<file path="src/rtl/stad_pkg.sv">
// ----------------------------------------------------------------------------
// stad_pkg
// Shared types and constants of the stepper axis step generator.
// ----------------------------------------------------------------------------
package stad_pkg;

	localparam int POSITION_BITS = 32;
	localparam int DIFF_W = ((POSITION_BITS > 32) ? POSITION_BITS : 32) + 1;

	localparam int CFG_INDEX_W = 2;
	localparam int CFG_DATA_W  = 20;

	localparam int S_TDATA_W = 112;
	localparam int S_TUSER_W = 3;
	localparam int M_TDATA_W = 72;

	localparam logic [30:0] SAT31 = 31'h7FFF_FFFF;
	localparam logic signed [35:0] ERR_MAX = 36'sd8589934591;

	typedef enum logic [2:0] {
		KIND_SET_TARGET  = 3'd0,
		KIND_START_MOVE  = 3'd1,
		KIND_SET_STEPS   = 3'd2,
		KIND_TICK_ON     = 3'd3,
		KIND_TICK_OFF    = 3'd4,
		KIND_START_HOME  = 3'd5,
		KIND_HOME_TICK   = 3'd6
	} kind_t;

	typedef enum logic [CFG_INDEX_W-1:0] {
		REG_INVERSE_DIR     = 2'd0,
		REG_HOME_DIR        = 2'd1,
		REG_HOME_STEP_DELAY = 2'd2
	} cfg_reg_t;

	typedef struct packed {
		logic               home_switch;
		logic [15:0]        elapsed;
		logic [30:0]        major_steps;
		logic               move_dir;
		logic [30:0]        step_count;
		logic signed [31:0] target_position;
	} in_beat_t;

	typedef struct packed {
		logic [5:0]         pad;
		logic               homed;
		logic [30:0]        steps_to_do;
		logic signed [31:0] position_now;
		logic               dir_level;
		logic               step_level;
	} out_beat_t;

endpackage

</file>
<file path="src/rtl/stepper_axis_dda_with_homing.sv">
// ----------------------------------------------------------------------------
// stepper_axis_dda_with_homing
// One stepper axis: Bresenham step generation, target tracking and homing.
// ----------------------------------------------------------------------------
// Commands enter on s_axis (kind in tuser, operands in tdata); every command
// beat yields exactly one status beat on m_axis, in order.
// A beat is captured in an input register, the next axis state and the status
// word are formed in one pass of adders and compares, and both are stored
// together in the axis state and result registers, which also raise m_axis_tvalid.
// Throughput is one beat per cycle while m_axis takes each status beat; the
// position and error accumulators feed back into themselves through that one pass.
// The cfg channel writes inverse_dir, home_dir and home_step_delay; cfg_ready
// is always high and writes are meant for idle periods only.
// arst_n clears all axis state, the configuration registers and both valid flags at once.
// When m_axis stalls, the status beat holds; one more command waits in the
// input register, then s_axis_tready drops until the status beat is taken.
// ----------------------------------------------------------------------------
module stepper_axis_dda_with_homing (
	input  logic                             clk,
	input  logic                             arst_n,
	input  logic                             s_axis_tvalid,
	output logic                             s_axis_tready,
	// target_position[31:0], step_count[62:32], move_dir[63],
	// major_steps[94:64], elapsed[110:95], home_switch[111]
	input  logic [stad_pkg::S_TDATA_W-1:0]   s_axis_tdata,
	// kind[2:0]
	input  logic [stad_pkg::S_TUSER_W-1:0]   s_axis_tuser,
	output logic                             m_axis_tvalid,
	input  logic                             m_axis_tready,
	// step_level[0], dir_level[1], position_now[33:2], steps_to_do[64:34],
	// homed[65], zero[71:66]
	output logic [stad_pkg::M_TDATA_W-1:0]   m_axis_tdata,
	input  logic                             cfg_valid,
	output logic                             cfg_ready,
	input  logic [stad_pkg::CFG_INDEX_W-1:0] cfg_index,
	input  logic [stad_pkg::CFG_DATA_W-1:0]  cfg_data
);

	localparam int PB = stad_pkg::POSITION_BITS;
	localparam int DW = stad_pkg::DIFF_W;

	logic                     valid_s1;
	stad_pkg::in_beat_t       beat_s1;
	logic [stad_pkg::S_TUSER_W-1:0] s_axis_tuser_s1;
	stad_pkg::kind_t          kind_s1;
	logic                     advance;

	logic                     inverse_dir_q;
	logic                     home_dir_q;
	logic [19:0]              home_step_delay_q;

	logic signed [PB-1:0]     position_q, position_d;
	logic                     direction_q, direction_d;
	logic                     dir_out_q, dir_out_d;
	logic                     step_out_q, step_out_d;
	logic [30:0]              pending_q, pending_d;
	logic [30:0]              major_q, major_d;
	logic [30:0]              minor_q, minor_d;
	logic signed [33:0]       err_q, err_d;
	logic                     home_found_q, home_found_d;
	logic [31:0]              home_timer_q, home_timer_d;
	logic                     home_phase_q, home_phase_d;

	logic                     out_valid_q;
	stad_pkg::out_beat_t      out_q, out_d;

	logic signed [DW-1:0]     diff;
	logic [DW-1:0]            diff_mag;
	logic [30:0]              diff_sat;
	logic signed [PB-1:0]     pos_step;
	logic [30:0]              load_minor;
	logic signed [33:0]       err_load;
	logic signed [35:0]       err_delta;
	logic signed [35:0]       err_sum;
	logic [32:0]              timer_sum;
	logic [31:0]              timer_sat;
	logic signed [63:0]       pos_wide;

	assign cfg_ready     = 1'b1;
	assign advance       = valid_s1 && (!out_valid_q || m_axis_tready);
	assign s_axis_tready = !valid_s1 || advance;
	assign m_axis_tvalid = out_valid_q;
	assign m_axis_tdata  = out_q;
	assign kind_s1       = stad_pkg::kind_t'(s_axis_tuser_s1);

	// input register
	always_ff @(posedge clk or negedge arst_n) begin
		if (!arst_n) begin
			valid_s1 <= 1'b0;
		end else if (s_axis_tready) begin
			valid_s1 <= s_axis_tvalid;
		end
	end

	always_ff @(posedge clk) begin
		if (s_axis_tready && s_axis_tvalid) begin
			beat_s1         <= stad_pkg::in_beat_t'(s_axis_tdata);
			s_axis_tuser_s1 <= s_axis_tuser;
		end
	end

	// configuration registers
	always_ff @(posedge clk or negedge arst_n) begin
		if (!arst_n) begin
			inverse_dir_q     <= 1'b0;
			home_dir_q        <= 1'b0;
			home_step_delay_q <= '0;
		end else if (cfg_valid && cfg_ready) begin
			case (cfg_index)
				stad_pkg::REG_INVERSE_DIR:     inverse_dir_q     <= cfg_data[0];
				stad_pkg::REG_HOME_DIR:        home_dir_q        <= cfg_data[0];
				stad_pkg::REG_HOME_STEP_DELAY: home_step_delay_q <= cfg_data;
				default: ;
			endcase
		end
	end

	// shared arithmetic
	always_comb begin
		diff      = DW'(beat_s1.target_position) - DW'(position_q);
		diff_mag  = diff[DW-1] ? DW'(-diff) : DW'(diff);
		diff_sat  = (diff_mag > DW'(stad_pkg::SAT31)) ? stad_pkg::SAT31 : diff_mag[30:0];
		pos_step  = direction_q ? PB'(position_q + PB'(1)) : PB'(position_q - PB'(1));
		load_minor = (kind_s1 == stad_pkg::KIND_START_MOVE) ? pending_q : beat_s1.step_count;
		err_load  = $signed({3'b000, load_minor}) - $signed({3'b000, beat_s1.major_steps});
		if (err_q[33]) begin
			err_delta = $signed({4'b0000, minor_q, 1'b0});
		end else begin
			err_delta = $signed({4'b0000, minor_q, 1'b0}) - $signed({4'b0000, major_q, 1'b0});
		end
		err_sum   = 36'(err_q) + err_delta;
		timer_sum = {1'b0, home_timer_q} + 33'(beat_s1.elapsed);
		timer_sat = timer_sum[32] ? 32'hFFFF_FFFF : timer_sum[31:0];
	end

	// next axis state
	always_comb begin
		position_d   = position_q;
		direction_d  = direction_q;
		dir_out_d    = dir_out_q;
		step_out_d   = step_out_q;
		pending_d    = pending_q;
		major_d      = major_q;
		minor_d      = minor_q;
		err_d        = err_q;
		home_found_d = home_found_q;
		home_timer_d = home_timer_q;
		home_phase_d = home_phase_q;
		case (kind_s1)
			stad_pkg::KIND_SET_TARGET: begin
				direction_d = !diff[DW-1];
				pending_d   = diff_sat;
			end
			stad_pkg::KIND_START_MOVE, stad_pkg::KIND_SET_STEPS: begin
				if (kind_s1 == stad_pkg::KIND_START_MOVE) begin
					dir_out_d = direction_q ^ inverse_dir_q;
				end else begin
					direction_d = beat_s1.move_dir;
					dir_out_d   = beat_s1.move_dir;
				end
				minor_d    = load_minor;
				major_d    = beat_s1.major_steps;
				err_d      = err_load;
				step_out_d = 1'b0;
			end
			stad_pkg::KIND_TICK_ON: begin
				if (!err_q[33]) begin
					step_out_d = 1'b1;
					position_d = pos_step;
				end
				err_d = (err_sum > stad_pkg::ERR_MAX) ? stad_pkg::ERR_MAX[33:0] : err_sum[33:0];
			end
			stad_pkg::KIND_TICK_OFF: begin
				step_out_d = 1'b0;
			end
			stad_pkg::KIND_START_HOME: begin
				if (beat_s1.home_switch) begin
					home_found_d = 1'b1;
				end else begin
					home_timer_d = '0;
					home_found_d = 1'b0;
					dir_out_d    = home_dir_q;
					home_phase_d = 1'b0;
				end
			end
			stad_pkg::KIND_HOME_TICK: begin
				if (!home_found_q) begin
					home_timer_d = timer_sat;
					if (timer_sat > 32'(home_step_delay_q)) begin
						home_timer_d = timer_sat - 32'(home_step_delay_q);
						if (home_phase_q) begin
							step_out_d = 1'b1;
						end else begin
							step_out_d = 1'b0;
							if (beat_s1.home_switch) begin
								home_found_d = 1'b1;
							end
						end
						home_phase_d = !home_phase_q;
					end
				end
			end
			default: ;
		endcase
	end

	// status word
	always_comb begin
		pos_wide           = 64'(position_d);
		out_d              = '0;
		out_d.step_level   = step_out_d;
		out_d.dir_level    = dir_out_d;
		out_d.position_now = pos_wide[31:0];
		out_d.steps_to_do  = pending_d;
		out_d.homed        = home_found_d;
	end

	// axis state and result register
	always_ff @(posedge clk or negedge arst_n) begin
		if (!arst_n) begin
			position_q   <= '0;
			direction_q  <= 1'b0;
			dir_out_q    <= 1'b0;
			step_out_q   <= 1'b0;
			pending_q    <= '0;
			major_q      <= '0;
			minor_q      <= '0;
			err_q        <= '0;
			home_found_q <= 1'b0;
			home_timer_q <= '0;
			home_phase_q <= 1'b0;
			out_valid_q  <= 1'b0;
		end else begin
			if (advance) begin
				position_q   <= position_d;
				direction_q  <= direction_d;
				dir_out_q    <= dir_out_d;
				step_out_q   <= step_out_d;
				pending_q    <= pending_d;
				major_q      <= major_d;
				minor_q      <= minor_d;
				err_q        <= err_d;
				home_found_q <= home_found_d;
				home_timer_q <= home_timer_d;
				home_phase_q <= home_phase_d;
				out_valid_q  <= 1'b1;
			end else if (m_axis_tready) begin
				out_valid_q  <= 1'b0;
			end
		end
	end

	always_ff @(posedge clk) begin
		if (advance) begin
			out_q <= out_d;
		end
	end

endmodule

</file>
<file path="config.mk">
export PLATFORM = sky130hd
export DESIGN_NAME = stepper_axis_dda_with_homing
export DESIGN_NICKNAME = d
export VERILOG_FILES = /design/src/rtl/stad_pkg.sv /design/src/rtl/stepper_axis_dda_with_homing.sv
export SDC_FILE = /design/constraint.sdc
export NUM_CORES = 1
export LEC_CHECK = 0
export BUFFER_PORTS_ARGS = -buffer_cell sky130_fd_sc_hd__buf_2
export CAP_MARGIN = 20
export CORE_AREA = 4 4 174 344
export DETAILED_ROUTE_END_ITERATION = 8
export DIE_AREA = 0 0 178 348
export PLACE_DENSITY = 0.68
export SYNTH_ARGS = -nofsm -noshare
export SYNTH_HDL_FRONTEND = slang
export SYNTH_SLANG_ARGS = --single-unit
export TNS_END_PERCENT = 20
</file>
<file path="constraint.sdc">
create_clock -name clk -period 13.55 [get_ports clk]
set_clock_uncertainty 0.1 [all_clocks]
set_input_delay 2.0325 -clock clk [delete_from_list [all_inputs] [get_ports clk]]
set_output_delay 2.0325 -clock clk [all_outputs]
set_load 0.01 [all_outputs]
</file>
==> run metrics, run 1 <==
dominant synthesized flop cell=dfrtp_1; commonest non-fill, non-tap cell in the layout=nand2_1; worst slew pin tran=1.077 ns; # hold bufs at CTS=0; worst path bufs/invs=2; most area-hungry cell type in the Yosys netlist=dfrtp_1; Final min period=7.432 ns; R2R depth=23; CP Data Arrival Time=7.78 ns; placed cell area=around 29000 um2; Clock Tree Buf Depth=3; cell chosen for the clock root=clkbuf_16; RSZ-0062 raised after global routing=false; startpoint types=register; met2 WL=roughly 42000 um; M1 wire length=30560 um; routability cong.=0.9909; reg2reg setup slack=6.12 ns; Hold EP=err_q[1]; share of layout cells above drive strength 1=0.1271; sequential fraction of the synthesis area=0.4006; Post-synth ARST share=0.5475; Hold Violations, Final=0; Crit. Startpoint=home_timer_q[0]; Post-Route WL=80320 um; Clk Latency, worst-skew pair=0.56 ns; synth-to-layout area growth=11.58%; fin cells=3974; Crit Path Max Fanout=24; Die ar.=61940 um2; Iter 0 DRT Violations=1441; post-route ant nets=0; crit-path most repeated cell=o21ai_0; first-pass GRT wire length=124500 um; GR Util All Layers=0.2531; Largest delay share family, worst path=compound AO/OA/AOI/OAI gates; r2r startpoint=home_timer_q[0]; NumNets Final=around 3500; setup TNS=0 ns; # port buffers=209; HP Start=err_q[1]; EDFF count, synth=between 150 and 200; Lkg Pwr=13.43 nW; crit path max-delay cell type=a21oi_1; Worst Path Required=13.90 ns; Setup WS post-layout=6.118 ns; CTS tree=yes; Worst Setup Path Type=reg -> reg; Post-route DRC=0; postcts setup bufs=0; DP Cell Count=3899; initial antenna violation count=0; CP Cell Sequence=ha_1 -> inv_1 -> fa_1 -> nor2b_1 -> o31ai_1 -> a221oi_1 -> o21ai_1 -> and2_1 -> or2_2 -> nand2_1 -> inv_1 -> fa_1 -> nor2b_1 -> o21ai_0 -> a21boi_0 -> o21ai_0 -> a21boi_0 -> o21ai_0 -> o31ai_1 -> a21oi_1 -> a21oi_1 -> a31oi_1 -> a221o_1; die height=348 um; design area=30400 um2; chip width=178 um; number of synthesis warnings=0; Remaining Overflow, GRT=0; max cap viols=0; via count=around 23000; Core Region=57250 um2; CTS-repair resized insts=0; Critical Path Max Stage Delay=0.73 ns; Core Rows=124; register bit count reported by yosys=400; Max transition margin=0.2817; max-slew violations=0; Num CTS Buffers=41; largest net degree at the start of global routing=roughly 130; Max Used Layer=met4; Reg clk slew, reported paths=0.07 ns; WL met3=around 3500 um; vias in the first global route=between 20000 and 25000; Peak VDD IR=117.1 uV; initial core utilization=0.4759; crit share post-route=0.5485; clock sink count=400; Synth area leaders=dfrtp_1 20%, edfxtp_1 20%, ha_1 8.9%; Worst R2R End=home_timer_q[29]; drt via density=5.810; Power Density=239.0 nW/um2; average cell area after synthesis=9.007 um2; commonest non-fill, non-tap cells in the layout=415 x nand2_1, 269 x o21ai_0, 218 x dfrtp_1, 208 x buf_2, 207 x nor2_1; Final Setup Violations=0; Cells after Synth=3025; WL/cell=20.21 um; worst hold stages=2; placed wire-length estimate=approximately 61000 um; Post-Place Setup Slack=6.145 ns; area fraction of the dominant cell type after synthesis=0.2011; status=finished, final reports clean; min-delay worst type=reg -> reg; Crit. End Element=register; Max Clk Rate=around 130 MHz; DR pass1 iterations=6; Synth cell types=90; mapped cell area=around 27000 um2; # IOs=approximately 220; CTS H-tree lvls=2; ant diodes=0
[how the worst max path moves through the flow]
stage                       endpoint  slack (ns)  cells after the start
floorplan               home_phase_q        7.99                     25
global placement    home_timer_q[31]        6.53                     23
detailed placement  home_timer_q[29]        6.14                     23
CTS                 home_timer_q[29]        6.14                     23
global route        home_timer_q[31]        5.54                     23
finish              home_timer_q[29]        6.12                     23
[tightest hold or removal path: stages, from the launching register on]
cell and delay [ns]:
dfrtp_1 0.35, nand2_1 0.05, nand2_1 0.05
[cells by family (layout without fill, tap and decap cells)]
logic type	after synthesis	count (layout)	synth area share
AO/OA/AOI/OAI	911	911	0.2107
XOR/XNOR	182	182	0.05851
adder cells (fa/ha/maj)	201	201	0.09424
buffers and inverters	298	486	0.04326
flip-flops	400	400	0.4006
multiplexers	89	89	0.03527
other	2	7	0.0002756
AND/OR/NAND/NOR	942	942	0.1572
[stage by stage]
step | total power (W) | utilization | hold slack (ns)
after global placement | 0.005950 | 0.5064 | 0.3661
final | 0.007266 | 0.5310 | 0.3807
after global routing | 0.007821 | 0.5310 | 0.4052
after CTS | 0.007269 | 0.5307 | 0.3802
after floorplan | 0.004971 | - | 0.3453
after detailed placement | 0.006031 | 0.5064 | 0.3685
[synth_stat cells (all sizes together) (6+ instances only)]
cell type,count
mux2i,33
o21a,41
fa,7
a311oi,7
and4,6
mux2,56
nand3,39
nand4,33
a21boi,13
inv,183
xnor2,113
xor2,69
a41oi,8
and3,25
ha,194
or3,16
o22ai,22
nand2,417
nor3,69
o211ai,24
a221o,7
a31oi,42
dfrtp,219
edfxtp,181
a211o,6
nand3b,7
a2111oi,10
and2,14
a22oi,7
nor2,211
a21o,87
nor4,10
a211oi,36
clkbuf,91
o21ai,291
o31ai,29
o21bai,17
a21oi,207
or2,19
nand2b,30
buf,24
nor2b,27
o2111ai,6
[report_power, final]
| group | internal (W) | switching (W) | total, W | leakage, nW |
|---|---|---|---|---|
| Sequential | 0.00160 | 0.000248 | 0.00185 | 4.45 |
| Combinational | 0.00169 | 0.00254 | 0.00423 | 8.29 |
| Clock | 0.000677 | 0.000513 | 0.00119 | 0.689 |
[flip-flops by register name, summed over array words and instances (netlist names)]
name and cells:
step_out_q 1, beat_s1 112, valid_s1 1, position_q 32, dir_out_q 1, m_axis_tvalid 1
pending_q 31, minor_q 31, major_q 31, inverse_dir_q 1, m_axis_tdata 66, home_dir_q 1
err_q 33, home_timer_q 32, home_found_q 1, home_phase_q 1, home_step_delay_q 20, kind_s1 3
direction_q 1
[metal layers]
layer | GRT usage | vias up
li1 | - | 11230
met3 | 0.02200 | 191
met1 | 0.2894 | 10950
met5 | 0 | -
met4 | 0.1180 | 0
met2 | 0.4699 | 713
[final cells by class]
class | count | area, um2
Fill cell | 5255 | 26850
Multi-Input combinational cell | 2332 | 15230
Sequential cell | 400 | 10920
Timing Repair Buffer | 229 | 1226
Clock buffer | 57 | 1225
Tap cell | 756 | 945.9
Inverter | 183 | 689.4
Clock inverter | 17 | 168.9
Note: power is estimated with default switching activity, not from simulation.
==> run 2, diff against run 1 <==
- ABC_AREA: default -> 1
- CORE_AREA: 4 4 174 344 -> 4 4 181 359
- DIE_AREA: 0 0 178 348 -> 0 0 185 363
- clock period: 13.55 -> 7.56 ns (I/O delays scaled with it)
==> run 2 against run 1 <==
  * Area after synthesis increased by 9.1%
  * Maximum frequency rose by 19%
  * Clock-buffer cell count is 6 lower
  * Hold slack worse by 0.0028 ns
==> run metrics, run 2 <==
CTS-repair resized insts=0 (unchanged); Post-Place Setup Slack=1.447 ns (-4.698 ns); Worst Setup Path Type=reg -> reg; Worst Path Required=7.96 ns (-5.94 ns); largest net degree at the start of global routing=114 (-13%); # IOs=217 (unchanged); crit share post-route=0.8249 (+0.2765); setup TNS=0 ns (unchanged); Synth cell types=54 (-40%); synth-to-layout area growth=11.00%; drt via density=5.424 (-6.6%); Reg clk slew, reported paths=0.07 ns (about the same); die height=363 um (+4.3%); ant diodes=0 (unchanged); Iter 0 DRT Violations=1509 (+4.7%); Final Setup Violations=0 (unchanged); via count=28300 (+23%); Largest delay share family, worst path=simple AND/OR/NAND/NOR gates; Crit Path Max Fanout=19 (-21%); most area-hungry cell type in the Yosys netlist=dfrtp_1; # port buffers=209 (unchanged); Core Rows=129 (+4.0%); NumNets Final=4742 (+34%); cell chosen for the clock root=clkbuf_16; placed wire-length estimate=76310 um (+25%); Clock Tree Buf Depth=3 (unchanged); register bit count reported by yosys=400 (unchanged); min-delay worst type=reg -> reg; Critical Path Max Stage Delay=0.61 ns (-0.12 ns); count leader, synth=nand2_1; commonest non-fill, non-tap cell in the layout=nand2_1; initial core utilization=0.4797 (+0.003777); Hold Violations, Final=0 (unchanged); Post-synth ARST share=0.5475 (unchanged); routability cong.=0.9885 (-0.24%); Clk Latency, worst-skew pair=0.62 ns (+0.06 ns); worst slew pin tran=1.133 ns (+0.05546 ns); Crit. End Element=register; Core Region=61980 um2 (+8.3%); mapped cell area=29730 um2 (+9.1%); Cells after Synth=4215 (+39%); reg2reg setup slack=1.32 ns (-4.79 ns); sequential fraction of the synthesis area=0.3672 (-0.03349); average cell area after synthesis=7.053 um2 (-22%); DR pass1 iterations=5 (-1); first-pass GRT wire length=150000 um (+21%); CTS H-tree lvls=2 (unchanged); Synth top cells by count=1239 x nand2_1, 621 x inv_1, 345 x nor2_1; crit-path most repeated cell=nand2_1; GR Util All Layers=0.2847 (+0.03160); area fraction of the dominant cell type after synthesis=0.1843 (-0.01681); Remaining Overflow, GRT=0 (unchanged); Die ar.=67160 um2 (+8.4%); RSZ-0062 raised after global routing=false; Post-Route WL=96330 um (+20%); share of layout cells above drive strength 1=0.08213 (-0.04497); most flop-heavy register=beat_s1; Num CTS Buffers=41 (unchanged); status=finished, final reports clean; max-slew violations=0 (unchanged); Peak VDD IR=274.2 uV (+130%); WL/cell=18.46 um (-8.7%); crit path max-delay cell type=o21ai_0; worst path bufs/invs=5 (+3); post-route ant nets=0 (unchanged); initial antenna violation count=0 (unchanged); clock sink count=400 (unchanged); commonest non-fill, non-tap cells in the layout=1238 x nand2_1, 619 x inv_1, 342 x nor2_1, 333 x o21ai_0, 273 x a21oi_1; Max Clk Rate=160.4 MHz (+19%); Final min period=6.236 ns (-1.195 ns); Post-route DRC=0 (unchanged); number of synthesis warnings=0 (unchanged); max FFs per register=112 (unchanged); # hold bufs at CTS=0 (unchanged); max cap viols=0 (unchanged); Lkg Pwr=17.02 nW (+27%); Max transition margin=0.2447 (-0.03698); dominant synthesized flop cell=dfrtp_1; EDFF count, synth=181 (unchanged); Power Density=449.8 nW/um2 (+88%); postcts setup bufs=0 (unchanged); Setup WS post-layout=1.324 ns (-4.795 ns); vias in the first global route=28480 (+22%); chip width=185 um (+3.9%); Synth area leaders=dfrtp_1 18%, edfxtp_1 18%, nand2_1 16%; CP Data Arrival Time=6.64 ns (-1.14 ns); startpoint types=register; CTS tree=yes
## run 2: worst reg2reg max path: cells and delay by family (launching register included)
family	cells	cell delay (ns)
AOI/OAI and AO/OA	7	1.66
adders and majority gates	3	0.91
buffers and inverters	5	0.50
DFF	1	0.37
and+or+nand+nor	20	2.57
## run 2: per-stage QoR
step | hold WS [ns] | utilization | area [um2] | std cells | power, W
global route | 0.3921 | 0.5324 | 33000 | 5218 | 0.01614
finish | 0.3780 | 0.5324 | 33000 | 5218 | 0.01484
detailed placement | 0.3647 | 0.5094 | 31570 | 5142 | 0.01250
floorplan | 0.3483 | - | 29750 | 4220 | 0.009978
global placement | 0.3618 | 0.5090 | 31550 | 5141 | 0.01245
CTS | 0.3824 | 0.5324 | 33000 | 5218 | 0.01480
## run 2: where the power goes
part | switching (W) | total, W | leakage (nW) | internal [W]
combinational | 0.00622 | 0.00927 | 11.8 | 0.00305
clock | 0.000947 | 0.00222 | 0.687 | 0.00127
sequential | 0.000404 | 0.00336 | 4.51 | 0.00296
## run 2: cell type report
| cell class | count | area, um2 |
|---|---|---|
| Fill cell | 6295 | 28980 |
| Multi-Input combinational cell | 3088 | 16020 |
| Sequential cell | 400 | 10920 |
| Inverter | 636 | 2395 |
| Timing Repair Buffer | 232 | 1261 |
| Clock buffer | 51 | 1084 |
| Tap cell | 786 | 983.4 |
| Clock inverter | 25 | 341.6 |
## run 2: path summary, 6_finish.rpt
path,startpoint,to,cells past startpoint
min,pending_q[19],pending_q[19],2
max reg2reg,minor_q[0],err_q[1],35
min in group asynchronous,arst_n,major_q[30],1
max in group asynchronous,arst_n,pending_q[7],2
min reg2reg,pending_q[19],pending_q[19],2
max,minor_q[0],err_q[1],35
## run 2: cells by family after synthesis
kind of cell | share of synthesized area
simple gates | 0.2765
buf+inv | 0.09553
fa+ha+maj | 0.08636
other cells | 0.0002526
compound gates | 0.1403
flops | 0.3672
xor+xnor | 0.03358
mux | 0.0003367
## run 2: per-layer routing
layer,global-route usage,vias up,routed length (um)
met4,0.1743,0,7067
met1,0.3091,13030,35310
met5,0,-,0
li1,-,14080,-
met2,0.5241,878,49870
met3,0.02853,314,4084
